<file path="src/hdl/lfu_cache_lru_tiebreak_top_macros.svh">
// Assertion macros shared by the cache RTL. They expect aclk and aresetn in scope.
`ifndef LFU_CACHE_LRU_TIEBREAK_TOP_MACROS_SVH
`define LFU_CACHE_LRU_TIEBREAK_TOP_MACROS_SVH

// A condition that must hold at every clock edge outside reset.
`define LFU_ASSERT_ALWAYS(lbl, expr, msg) \
    lbl: assert property (@(posedge aclk) disable iff (!aresetn) (expr)) else $error(msg);

// When the first condition holds, the second must hold in the next cycle.
`define LFU_ASSERT_NEXT(lbl, ante, cons, msg) \
    lbl: assert property (@(posedge aclk) disable iff (!aresetn) (ante) |=> (cons)) \
        else $error(msg);

`endif

</file>
<file path="src/hdl/lfu_pkg.sv">
package lfu_pkg;

    localparam int MAX_ENTRIES_DEFAULT = 16;
    localparam int CAP_W               = 5;
    localparam logic [CAP_W-1:0] CAP_RESET = 5'd16;
    localparam int COUNT_W             = 32;
    localparam int KEY_W               = 32;
    localparam int VALUE_W             = 32;

    localparam logic OP_GET = 1'b0;
    localparam logic OP_PUT = 1'b1;

    typedef enum logic [1:0] {
        ST_IDLE,
        ST_SCAN,
        ST_DECIDE
    } state_t;

    typedef struct packed {
        logic                       op;
        logic signed [KEY_W-1:0]    key;
        logic signed [VALUE_W-1:0]  value;
    } in_word_t;

    typedef struct packed {
        logic                       hit;
        logic signed [VALUE_W-1:0]  read_value;
        logic                       evicted;
        logic signed [KEY_W-1:0]    evicted_key;
        logic                       ignored;
    } out_word_t;

endpackage

</file>
<file path="src/hdl/lfu_entry_ram.sv">
module lfu_entry_ram #(
    parameter int DEPTH  = 16,
    parameter int DATA_W = 8
) (
    input  logic                                   aclk,
    input  logic                                   we,
    input  logic [((DEPTH > 1) ? $clog2(DEPTH) : 1)-1:0] waddr,
    input  logic [DATA_W-1:0]                      wdata,
    input  logic [((DEPTH > 1) ? $clog2(DEPTH) : 1)-1:0] raddr,
    output logic [DATA_W-1:0]                      rdata
);

    logic [DATA_W-1:0] mem [DEPTH];

    // One write port and one registered read port.
    always_ff @(posedge aclk) begin
        if (we) begin
            mem[waddr] <= wdata;
        end
        rdata <= mem[raddr];
    end

endmodule

</file>
<file path="src/hdl/lfu_cache_lru_tiebreak_top.sv">
// Key-value cache with least-frequently-used replacement and least-recently-used tie break.
// Each input word is a get or a put of a 32-bit key; each one produces exactly one result
// word that reports hit, the read value, an eviction and its key, or a put dropped because
// the capacity register is zero. Entries live in a single memory of MAX_ENTRIES rows that a
// small sequencer walks one row per cycle: each word is taken, then all MAX_ENTRIES rows
// are scanned through the memory's read port, and then the chosen row is decided and
// written, waiting while an earlier result is not yet accepted. The scan finds
// the matching key, the first free row and the victim at once. The recency ages that an
// update causes are written back during the scan of the next word, through the same memory
// write port, so no separate update pass is needed. s_ready is high only while the sequencer
// waits for a word; a finished result sits in an output register, so the next word can be
// taken while the result still waits for m_ready. The store needs no clearing pass after
// reset: per-row valid bits are cleared at once. The capacity register is written through
// cfg_valid/cfg_data and must only change while the cache is idle.

`include "lfu_cache_lru_tiebreak_top_macros.svh"

module lfu_cache_lru_tiebreak_top #(
    parameter int MAX_ENTRIES = lfu_pkg::MAX_ENTRIES_DEFAULT
) (
    input  logic                     aclk,
    input  logic                     aresetn,

    input  logic                     s_valid,
    output logic                     s_ready,
    input  lfu_pkg::in_word_t        s_word,

    output logic                     m_valid,
    input  logic                     m_ready,
    output lfu_pkg::out_word_t       m_word,

    input  logic                     cfg_valid,
    output logic                     cfg_ready,
    input  logic [lfu_pkg::CAP_W-1:0] cfg_data
);

    localparam int IDX_W  = (MAX_ENTRIES > 1) ? $clog2(MAX_ENTRIES) : 1;
    localparam int RANK_W = IDX_W;
    localparam int OCC_W  = $clog2(MAX_ENTRIES + 1);
    localparam int CMP_W  = (OCC_W > lfu_pkg::CAP_W) ? OCC_W : lfu_pkg::CAP_W;
    localparam logic [IDX_W-1:0] LAST_IDX = IDX_W'(MAX_ENTRIES - 1);
    localparam logic [OCC_W-1:0] OCC_FULL = OCC_W'(MAX_ENTRIES);

    // One row of the entry memory. Rank zero is the most recent entry.
    typedef struct packed {
        logic [lfu_pkg::KEY_W-1:0]   key;
        logic [lfu_pkg::VALUE_W-1:0] value;
        logic [lfu_pkg::COUNT_W-1:0] count;
        logic [RANK_W-1:0]           rank;
    } entry_t;

    localparam int ENTRY_W = $bits(entry_t);

    // Control state.
    lfu_pkg::state_t        state_reg, state_next;
    logic [lfu_pkg::CAP_W-1:0] cap_reg, cap_next;
    logic [MAX_ENTRIES-1:0] valid_reg, valid_next;
    logic [OCC_W-1:0]       occ_reg, occ_next;
    logic                   pend_reg, pend_next;
    logic                   out_valid_reg, out_valid_next;

    // Item and scan bookkeeping.
    lfu_pkg::in_word_t      item_reg, item_next;
    logic [IDX_W-1:0]       scan_idx_reg, scan_idx_next;
    logic                   found_reg, found_next;
    logic [IDX_W-1:0]       match_slot_reg, match_slot_next;
    entry_t                 match_entry_reg, match_entry_next;
    logic                   free_got_reg, free_got_next;
    logic [IDX_W-1:0]       free_slot_reg, free_slot_next;
    logic                   vic_got_reg, vic_got_next;
    logic [IDX_W-1:0]       vic_slot_reg, vic_slot_next;
    logic [lfu_pkg::KEY_W-1:0]   vic_key_reg, vic_key_next;
    logic [lfu_pkg::COUNT_W-1:0] vic_count_reg, vic_count_next;
    logic [RANK_W-1:0]      vic_rank_reg, vic_rank_next;

    // Pending recency update, applied while the next word scans the memory.
    logic                   pend_all_reg, pend_all_next;
    logic [IDX_W-1:0]       pend_slot_reg, pend_slot_next;
    logic [RANK_W-1:0]      pend_thr_reg, pend_thr_next;

    lfu_pkg::out_word_t     out_word_reg, out_word_next;

    // Memory port signals.
    logic                   ram_we;
    logic [IDX_W-1:0]       ram_waddr;
    entry_t                 ram_wdata;
    logic [IDX_W-1:0]       ram_raddr;
    entry_t                 rd_entry;

    // Scan datapath.
    logic                   cur_valid;
    logic                   age_cur;
    logic [RANK_W-1:0]      adj_rank;
    logic                   cache_full;
    logic                   proceed;
    logic [lfu_pkg::COUNT_W-1:0] bumped_count;

    lfu_entry_ram #(
        .DEPTH  (MAX_ENTRIES),
        .DATA_W (ENTRY_W)
    ) u_ram (
        .aclk  (aclk),
        .we    (ram_we),
        .waddr (ram_waddr),
        .wdata (ram_wdata),
        .raddr (ram_raddr),
        .rdata (rd_entry)
    );

    assign s_ready   = (state_reg == lfu_pkg::ST_IDLE);
    assign m_valid   = out_valid_reg;
    assign m_word    = out_word_reg;
    assign cfg_ready = 1'b1;

    // Row zero is read on the accepting edge, so its data is there in the first scan cycle.
    assign ram_raddr = (state_reg == lfu_pkg::ST_SCAN) ? IDX_W'(scan_idx_reg + 1'b1) : '0;

    // Age the row under the scan if the previous update asks for it.
    assign cur_valid = valid_reg[scan_idx_reg];
    assign age_cur   = pend_reg && cur_valid && (scan_idx_reg != pend_slot_reg) &&
                       (pend_all_reg || (rd_entry.rank < pend_thr_reg));
    assign adj_rank  = age_cur ? RANK_W'(rd_entry.rank + 1'b1) : rd_entry.rank;

    // Full when occupancy reaches the capacity or the number of rows.
    assign cache_full = (CMP_W'(occ_reg) >= CMP_W'(cap_reg)) || (occ_reg == OCC_FULL);
    assign proceed    = !out_valid_reg || m_ready;
    assign bumped_count = (match_entry_reg.count == '1) ? match_entry_reg.count
                                                        : match_entry_reg.count + 1'b1;

    always_ff @(posedge aclk) begin
        if (!aresetn) begin
            state_reg     <= lfu_pkg::ST_IDLE;
            cap_reg       <= lfu_pkg::CAP_RESET;
            valid_reg     <= '0;
            occ_reg       <= '0;
            pend_reg      <= 1'b0;
            out_valid_reg <= 1'b0;
        end else begin
            state_reg     <= state_next;
            cap_reg       <= cap_next;
            valid_reg     <= valid_next;
            occ_reg       <= occ_next;
            pend_reg      <= pend_next;
            out_valid_reg <= out_valid_next;
        end
    end

    always_ff @(posedge aclk) begin
        item_reg        <= item_next;
        scan_idx_reg    <= scan_idx_next;
        found_reg       <= found_next;
        match_slot_reg  <= match_slot_next;
        match_entry_reg <= match_entry_next;
        free_got_reg    <= free_got_next;
        free_slot_reg   <= free_slot_next;
        vic_got_reg     <= vic_got_next;
        vic_slot_reg    <= vic_slot_next;
        vic_key_reg     <= vic_key_next;
        vic_count_reg   <= vic_count_next;
        vic_rank_reg    <= vic_rank_next;
        pend_all_reg    <= pend_all_next;
        pend_slot_reg   <= pend_slot_next;
        pend_thr_reg    <= pend_thr_next;
        out_word_reg    <= out_word_next;
    end

    always_comb begin
        state_next       = state_reg;
        cap_next         = cap_reg;
        valid_next       = valid_reg;
        occ_next         = occ_reg;
        pend_next        = pend_reg;
        out_valid_next   = out_valid_reg && !m_ready;
        item_next        = item_reg;
        scan_idx_next    = scan_idx_reg;
        found_next       = found_reg;
        match_slot_next  = match_slot_reg;
        match_entry_next = match_entry_reg;
        free_got_next    = free_got_reg;
        free_slot_next   = free_slot_reg;
        vic_got_next     = vic_got_reg;
        vic_slot_next    = vic_slot_reg;
        vic_key_next     = vic_key_reg;
        vic_count_next   = vic_count_reg;
        vic_rank_next    = vic_rank_reg;
        pend_all_next    = pend_all_reg;
        pend_slot_next   = pend_slot_reg;
        pend_thr_next    = pend_thr_reg;
        out_word_next    = out_word_reg;
        ram_we           = 1'b0;
        ram_waddr        = scan_idx_reg;
        ram_wdata        = rd_entry;

        if (cfg_valid) begin
            cap_next = cfg_data;
        end

        case (state_reg)
            lfu_pkg::ST_IDLE: begin
                if (s_valid) begin
                    item_next     = s_word;
                    scan_idx_next = '0;
                    found_next    = 1'b0;
                    free_got_next = 1'b0;
                    vic_got_next  = 1'b0;
                    state_next    = lfu_pkg::ST_SCAN;
                end
            end

            lfu_pkg::ST_SCAN: begin
                // Write back the aged rank of this row.
                ram_we         = age_cur;
                ram_wdata.rank = adj_rank;

                if (cur_valid && !found_reg && (rd_entry.key == item_reg.key)) begin
                    found_next            = 1'b1;
                    match_slot_next       = scan_idx_reg;
                    match_entry_next      = rd_entry;
                    match_entry_next.rank = adj_rank;
                end
                if (!cur_valid && !free_got_reg) begin
                    free_got_next  = 1'b1;
                    free_slot_next = scan_idx_reg;
                end
                // Lowest count wins; among equal counts the oldest (highest rank) wins.
                if (cur_valid && (!vic_got_reg || (rd_entry.count < vic_count_reg) ||
                    ((rd_entry.count == vic_count_reg) && (adj_rank > vic_rank_reg)))) begin
                    vic_got_next   = 1'b1;
                    vic_slot_next  = scan_idx_reg;
                    vic_key_next   = rd_entry.key;
                    vic_count_next = rd_entry.count;
                    vic_rank_next  = adj_rank;
                end

                if (scan_idx_reg == LAST_IDX) begin
                    pend_next  = 1'b0;
                    state_next = lfu_pkg::ST_DECIDE;
                end else begin
                    scan_idx_next = IDX_W'(scan_idx_reg + 1'b1);
                end
            end

            lfu_pkg::ST_DECIDE: begin
                if (proceed) begin
                    out_word_next  = '0;
                    out_valid_next = 1'b1;
                    state_next     = lfu_pkg::ST_IDLE;
                    ram_wdata.key   = item_reg.key;
                    ram_wdata.value = item_reg.value;
                    ram_wdata.count = lfu_pkg::COUNT_W'(1);
                    ram_wdata.rank  = '0;

                    if ((item_reg.op == lfu_pkg::OP_GET) ||
                        ((cap_reg != '0) && found_reg)) begin
                        // Hit on either op: bump the count and make the entry most recent.
                        if (found_reg) begin
                            out_word_next.hit = 1'b1;
                            if (item_reg.op == lfu_pkg::OP_GET) begin
                                out_word_next.read_value = match_entry_reg.value;
                                ram_wdata.value          = match_entry_reg.value;
                            end
                            ram_we          = 1'b1;
                            ram_waddr       = match_slot_reg;
                            ram_wdata.count = bumped_count;
                            pend_next       = 1'b1;
                            pend_all_next   = 1'b0;
                            pend_slot_next  = match_slot_reg;
                            pend_thr_next   = match_entry_reg.rank;
                        end
                    end else if (cap_reg == '0) begin
                        out_word_next.ignored = 1'b1;
                    end else if (!cache_full) begin
                        // New key into the first free row; every other entry ages.
                        ram_we                     = 1'b1;
                        ram_waddr                  = free_slot_reg;
                        valid_next[free_slot_reg]  = 1'b1;
                        occ_next                   = OCC_W'(occ_reg + 1'b1);
                        pend_next                  = 1'b1;
                        pend_all_next              = 1'b1;
                        pend_slot_next             = free_slot_reg;
                        pend_thr_next              = '0;
                    end else begin
                        // Replace the victim in place.
                        out_word_next.evicted     = 1'b1;
                        out_word_next.evicted_key = vic_key_reg;
                        ram_we                    = 1'b1;
                        ram_waddr                 = vic_slot_reg;
                        pend_next                 = 1'b1;
                        pend_all_next             = 1'b0;
                        pend_slot_next            = vic_slot_reg;
                        pend_thr_next             = vic_rank_reg;
                    end
                end
            end

            default: begin
                state_next = lfu_pkg::ST_IDLE;
            end
        endcase
    end

    `LFU_ASSERT_ALWAYS(a_occ_matches_valid, $countones(valid_reg) == occ_reg, "occupancy count disagrees with valid bits")
    `LFU_ASSERT_NEXT(a_accept_starts_scan, s_valid && s_ready, state_reg == lfu_pkg::ST_SCAN && scan_idx_reg == '0, "accepted word did not start a scan")
    `LFU_ASSERT_NEXT(a_decide_waits, state_reg == lfu_pkg::ST_DECIDE && out_valid_reg && !m_ready, state_reg == lfu_pkg::ST_DECIDE && out_valid_reg, "result overwritten while output stalled")
    `LFU_ASSERT_ALWAYS(a_no_pend_during_decide, !(state_reg == lfu_pkg::ST_DECIDE && pend_reg), "recency update still pending after scan")

endmodule

</file>
<file path="config.mk">
export PLATFORM = sky130hd
export DESIGN_NAME = lfu_cache_lru_tiebreak_top
export DESIGN_NICKNAME = d
export VERILOG_FILES = /design/src/hdl/lfu_pkg.sv /design/src/hdl/lfu_entry_ram.sv /design/src/hdl/lfu_cache_lru_tiebreak_top.sv
export VERILOG_INCLUDE_DIRS = /design/src /design/src/hdl
export SDC_FILE = /design/constraint.sdc
export NUM_CORES = 2
export LEC_CHECK = 0
export BUFFER_PORTS_ARGS = -buffer_cell sky130_fd_sc_hd__buf_4
export CORE_MARGIN = 8
export CORE_UTILIZATION = 55
export CTS_BUF_LIST = sky130_fd_sc_hd__clkbuf_8
export CTS_CLUSTER_SIZE = 28
export DETAILED_ROUTE_END_ITERATION = 8
export PLACE_DENSITY = 0.71
export SETUP_SLACK_MARGIN = 0.5
export SLEW_MARGIN = 30
export SYNTH_ARGS = -nofsm -noshare
export SYNTH_HDL_FRONTEND = slang
export SYNTH_SLANG_ARGS = --single-unit
</file>
<file path="constraint.sdc">
create_clock -name aclk -period 19 [get_ports aclk]
set_input_delay 1.9 -clock aclk [delete_from_list [all_inputs] [get_ports aclk]]
set_output_delay 1.9 -clock aclk [all_outputs]
set_load 0.005 [all_outputs]
</file>
# Word level (Yosys, flattened, before mapping)
# Memories as Yosys holds them, arrays and structs flattened. A register that Yosys moved wholly into a read port is not among the register bits.
# Cells that the tools add are included.
word_totals:
  reg_bits: 326
  ram_bits: 1600
  input_bits: 75
  out_inout_bits: 70
  elab_cells: 174
  memories: 1
classes:
  n_addsub: 4
  n_lt_le_gt_ge: 7
  eq_ne: 19
  muxes: 63
  bitwise_logic: 6
  reduce_logical: 44
mem_list:
  columns: ["name", "words", "width", "rd", "rd_clocked_by_memory_dff", "wr", "line", "text"]
  rows:
  - ["u_ram.mem", 16, 100, 1, 1, 1, "lfu_entry_ram.sv:13", "logic [DATA_W-1:0] mem [DEPTH];"]
ops:
  columns: ["operator", "count"]
  rows:
  - ["$mux 64", 2]
  - ["$mux 100", 1]
  - ["$mux 32", 3]
  - ["$mux 96", 1]
  - ["$mux 4", 17]
  - ["$mux 33", 2]
  - ["$eq 32x32->1", 2]
  - ["$add 32x1->32 const B", 1]
  - ["$eq 32x32->1 const B", 1]
  - ["$lt 32x32->1", 1]
  - ["$mux 1", 24]
  - ["$or 16x16->16", 1]
  - ["$pmux 4 s2", 2]
  - ["$reduce_and 3->1", 5]
  - ["$logic_and 1x1->1", 11]
  - ["$lt 4x5->1 const B", 2]
  - ["$ne 2x2->1 const B", 5]
  - ["$pmux 1 s2", 5]
  - ["$reduce_and 2->1", 5]
  - ["$reduce_and 5->1", 2]
  - ["$add 4x1->4 const B", 2]
  - ["$ne 2x1->1 const B", 4]
  - ["$logic_not 1->1", 6]
  - ["$logic_or 1x1->1", 6]
  - ["23 further kinds", 32]

# Logic depth before layout (Yosys ltp)
depth:
  word_depth: 12
  ltp_mapped: 15

# Cells and area by module
# From an unflattened synthesis, not the netlist that was laid out.
hier_totals:
  hier_cells: 3775
  area_unflattened_um2: 76639.8
by_module_without_submodules:
  columns: ["mod", "instances", "cells_per_inst", "area_per_inst_um2", "seq_area_each_um2"]
  rows:
  - ["lfu_entry_ram", 1, 2560, 61778.0, 50048.0]
  - ["lfu_cache_lru_tiebreak_top", 1, 1215, 14861.8, 9489.1]

# Worst setup path before layout
# Ideal clock, no wire load.
synth_path:
  path_kind: "in2reg"
  start: "in m_ready"
  end: "mem u_ram.mem[1][0] (netlist name), enable pin"
  arrival_ns: 13.277
  required_time_ns: 18.160
  slack_ns: 4.883
  cell_stages: 6
  n_path_buf: 0
  cell_sequence: "nor2b_1 -> or3_1 -> or2_1 -> a22oi_1 -> o21ai_1 -> nor4b_1"
synth_via:
  elab_chain_len: 5
synth_lines:
  columns: ["item", "line", "text"]
  rows:
  - ["start: declaration", "lfu_cache_lru_tiebreak_top.sv:29", "input logic m_ready,"]
  - ["$logic_or 1x1->1 (*)", "lfu_cache_lru_tiebreak_top.sv:126", "assign proceed = !out_valid_reg || m_ready;"]
  - ["$mux 1", "lfu_cache_lru_tiebreak_top.sv:244", "if (proceed) begin"]
  - ["$pmux 1 s2", "lfu_cache_lru_tiebreak_top.sv:198", "case (state_reg)"]
  - ["$mux 1", "lfu_entry_ram.sv:17", "if (we) begin"]
  - ["$mux 1 (not written as such)", "lfu_entry_ram.sv:18", "mem[waddr] <= wdata;"]
  - ["end: declaration", "lfu_entry_ram.sv:13", null]
# Mark *: on every way between the ends. The rest lies on a longest branch, timed or not.

# Final worst setup path
layout_path:
  start: "in m_ready"
  end: "mem u_ram.mem[13][97] (netlist name), enable pin"
# The elaborated chain is that of the path after synthesis.

==> flow_metrics.py <==
metrics = {
    "clock_tree": {
        "h-tree-depth": 5,
        "clockBufferDepth": 4,
        "root_buffer": "clkbuf_8",
        "ctsHoldBuffers": 0,
        "clkTransAtPathRegs_ns": 0.06,
        "cts_tree": "done",
        "insertion_delay_ns": 1.01,
        "post_cts_buffers": 0,
        "post_cts_resized": 0,
        "cts_sinks": 2026,
        "cts_made_buffers": 333,
    },
    "floorplanning": {
        "ios": 145,
        "die_y_um": 396.3,
        "fp.dieW_um": 396.3,
        "initial_core_util": 0.5536,
        "rows": 139,
        "dieArea_sq_um": 157000,
        "core-area_sq_um": 143700,
    },
    "logic_synthesis": {
        "async_reset_ff_frac": 0,
        "netlist_top_cells_area": "edfxtp_1, mux2i_1, dfxtp_1",
        "syn-num-nets": 5025,
        "yosysTopAreaCell": "edfxtp_1",
        "yosysMostFrequentCell": "edfxtp_1",
        "yosys_warnings": 0,
        "synth_edf_count": 1896,
        "synth_area_per_cell_sq_um": 16.24,
        "synth-seq-cells": 2026,
        "syn-cell-area_sq_um": 79530,
        "ys_types": 70,
        "ys.flop_type": "edfxtp_1",
        "syn_inst": 4898,
        "synth_top_area_frac": 0.7159,
        "netlist_top_cells_count": "edfxtp_1, nand2_1, mux2i_1",
        "yosysSeqAreaShare": 0.7487,
    },
    "timing": {
        "drv_slew": 0,
        "holdWs_ns": 0.4306,
        "slew_headroom": 0.2729,
        "rsz0062_at_grt": "no",
        "tns_ns": 0,
        "hold_viol": 0,
        "clock_skew_ns": 0.08889,
        "tightest_slew_ns": 1.091,
        "fmax_ghz": 0.1652,
        "post-route-min-period_ns": 6.052,
        "setup_viol": 0,
        "period_share": 0.3185,
    },
    "critical_path": {
        "end_kind": "flip-flop",
        "start_kind": "input pin",
        "critical-path-slowest-cell": "buf_4",
        "crit_buf_inv": 5,
        "r2r_start": "state_reg[0]",
        "worstPathCellList": "buf_4 > nand2b_1 > nand2_4 > inv_4 > buf_4 > nand3_1 > mux2i_1 > o221ai_1 > nor3_2 > buf_4 > buf_4",
        "crit_path_start": "m_ready",
        "cp_top_family": "buffers and inverters",
        "crit_required_ns": 19.58,
        "max_stage_delay_ns": 0.90,
        "path_common_cell": "buf_4",
        "cp_max_fo": 67,
        "cp.arrival_ns": 6.63,
        "reg2reg_slack_ns": 13.46,
        "r2r_cells": 11,
        "r2r_end": "u_ram.mem[13][97]",
        "crit_type": "input pin to flip-flop",
    },
    "layout": {
        "largest_register_ffs": 1600,
        "syn_to_final_growth_pct": 12.21,
        "fillers": 10360,
        "multi_input_area_sq_um": 18630,
        "drive_gt1_frac": 0.1552,
        "seq_area_sq_um": 59540,
        "layout.nets": 5328,
    },
    "hold_path": {
        "hold_path.class": "flip-flop to flip-flop",
        "holdPathStages": 0,
        "hold_path_startpoint": "u_ram.rdata[37]",
        "hold_path_end": "match_entry_reg[37]",
    },
    "global_route": {
        "grt_max_degree": 169,
        "grt_usage": 0.2329,
        "grt_antenna_before_repair": 5,
        "grt-ovfl-total": 0,
        "grt_pass1_vias": 44000,
        "grt_pass1_wl_mm": 277.0,
    },
    "route": {
        "wire_per_inst_um": 25.51,
        "vias": 44340,
        "firstDrtPassIters": 8,
        "ant_nets": 0,
        "post-route-drc-count": 0,
        "viasPerCell": 6.018,
        "drt_iter0_drc": 4227,
        "routed_wl_mm": 187.9,
    },
    "pwr": {
        "ir_worst_vdd_mv": 0.08213,
        "powerDensity_nw_per_um2": 119.1,
        "power_leakage_nw": 31.34,
    },
    "placed_design": {
        "place_congestion": 0.7950,
        "place_hpwl_mm": 95.29,
        "io_buffers": 143,
    },
    "flow_run": {
        "drv_cap": 0,
    },
    "outcome": {
        "outcome": "finished clean",
    },
}
-- stage by stage --
step / utilization / power, mW / worst slack, ns / cells / cell area [sq um]
2_1_floorplan: - / 6.560 / 4.883 / 4898 / 79530
3_3_place_gp: 0.5759 / 7.121 / 11.85 / 6761 / 82730
3_5_place_dp: 0.5769 / 7.171 / 11.83 / 6765 / 82870
4_1_cts: 0.6199 / 10.67 / 12.91 / 7362 / 89050
5_1_grt: 0.6212 / 11.01 / 12.69 / 7367 / 89240
6_report: 0.6212 / 10.63 / 12.95 / 7368 / 89240
-- cell usage in the layout, fill, tap and decap left out, types with 12 or more instances in the layout --
cell	Yosys	routed
edfxtp_1	1896	1896
nand2_1	609	607
mux2i_1	413	413
clkbuf_8	0	372
buf_4	3	235
nor2b_1	228	228
a211oi_1	204	204
a311oi_1	200	200
inv_1	63	189
a21oi_1	161	161
dfxtp_1	130	130
nor3_1	118	107
mux4_2	104	104
clkinv_1	0	58
o21ai_0	75	55
xor2_1	53	53
ha_1	52	52
and2_1	41	41
and3_1	38	37
nand4_1	27	27
nor2_1	30	26
clkinv_2	0	26
nand3_1	23	23
xnor2_1	22	22
o21ai_2	1	22
buf_6	22	12
-- power by group --
| part | switching (mW) | leakage [nW] | total [mW] | internal [mW] |
|---|---|---|---|---|
| logic | 1.05 | 9.51 | 1.50 | 0.456 |
| registers | 0.159 | 18.2 | 5.60 | 5.44 |
| clock network | 1.65 | 3.64 | 3.52 | 1.87 |
| total | 2.86 | 31.3 | 10.6 | 7.77 |
-- routing by layer --
metal	wire length, um	GRT usage	share of wire
met5	13	0	0.000069
met3	14480	0.04347	0.077
met4	4895	0.07660	0.026
met2	92340	0.3864	0.49
met1	76210	0.3143	0.41
-- cell type report --
type / count / share of cell area
repair buffers: 262 / 0.02515
diodes: 2 / 0.00005608
flip-flops and latches: 2026 / 0.6672
clock buffers: 372 / 0.05737
well taps: 1903 / 0.02668
clock inverters: 225 / 0.01185
inverters: 64 / 0.003000
multi-input cells: 2514 / 0.2087
-- logic make-up (layout without fill, tap and decap cells) --
kind of cell	after synthesis	in the layout	share of synthesized area
DFF	2026	2026	0.7487
and+or+nand+nor	1159	1159	0.06962
AOI/OAI and AO/OA	707	707	0.06297
muxes	519	519	0.08186
buffers and inverters	358	923	0.02020
xor gates and xnor gates	76	76	0.008465
adders and majority gates	52	52	0.008181
other	1	3	0.00004715
-- worst max path at each step --
stage                             end  slack [ns]  cells after the start
global placement    u_ram.mem[11][48]       11.85                     11
detailed placement  u_ram.mem[11][50]       11.83                     11
global route         u_ram.mem[3][94]       12.69                     11
finish              u_ram.mem[13][97]       12.95                     11
CTS                 u_ram.mem[11][63]       12.91                     11
floorplan             u_ram.mem[1][0]        4.88                      6
(Power assumes the default switching activity.)
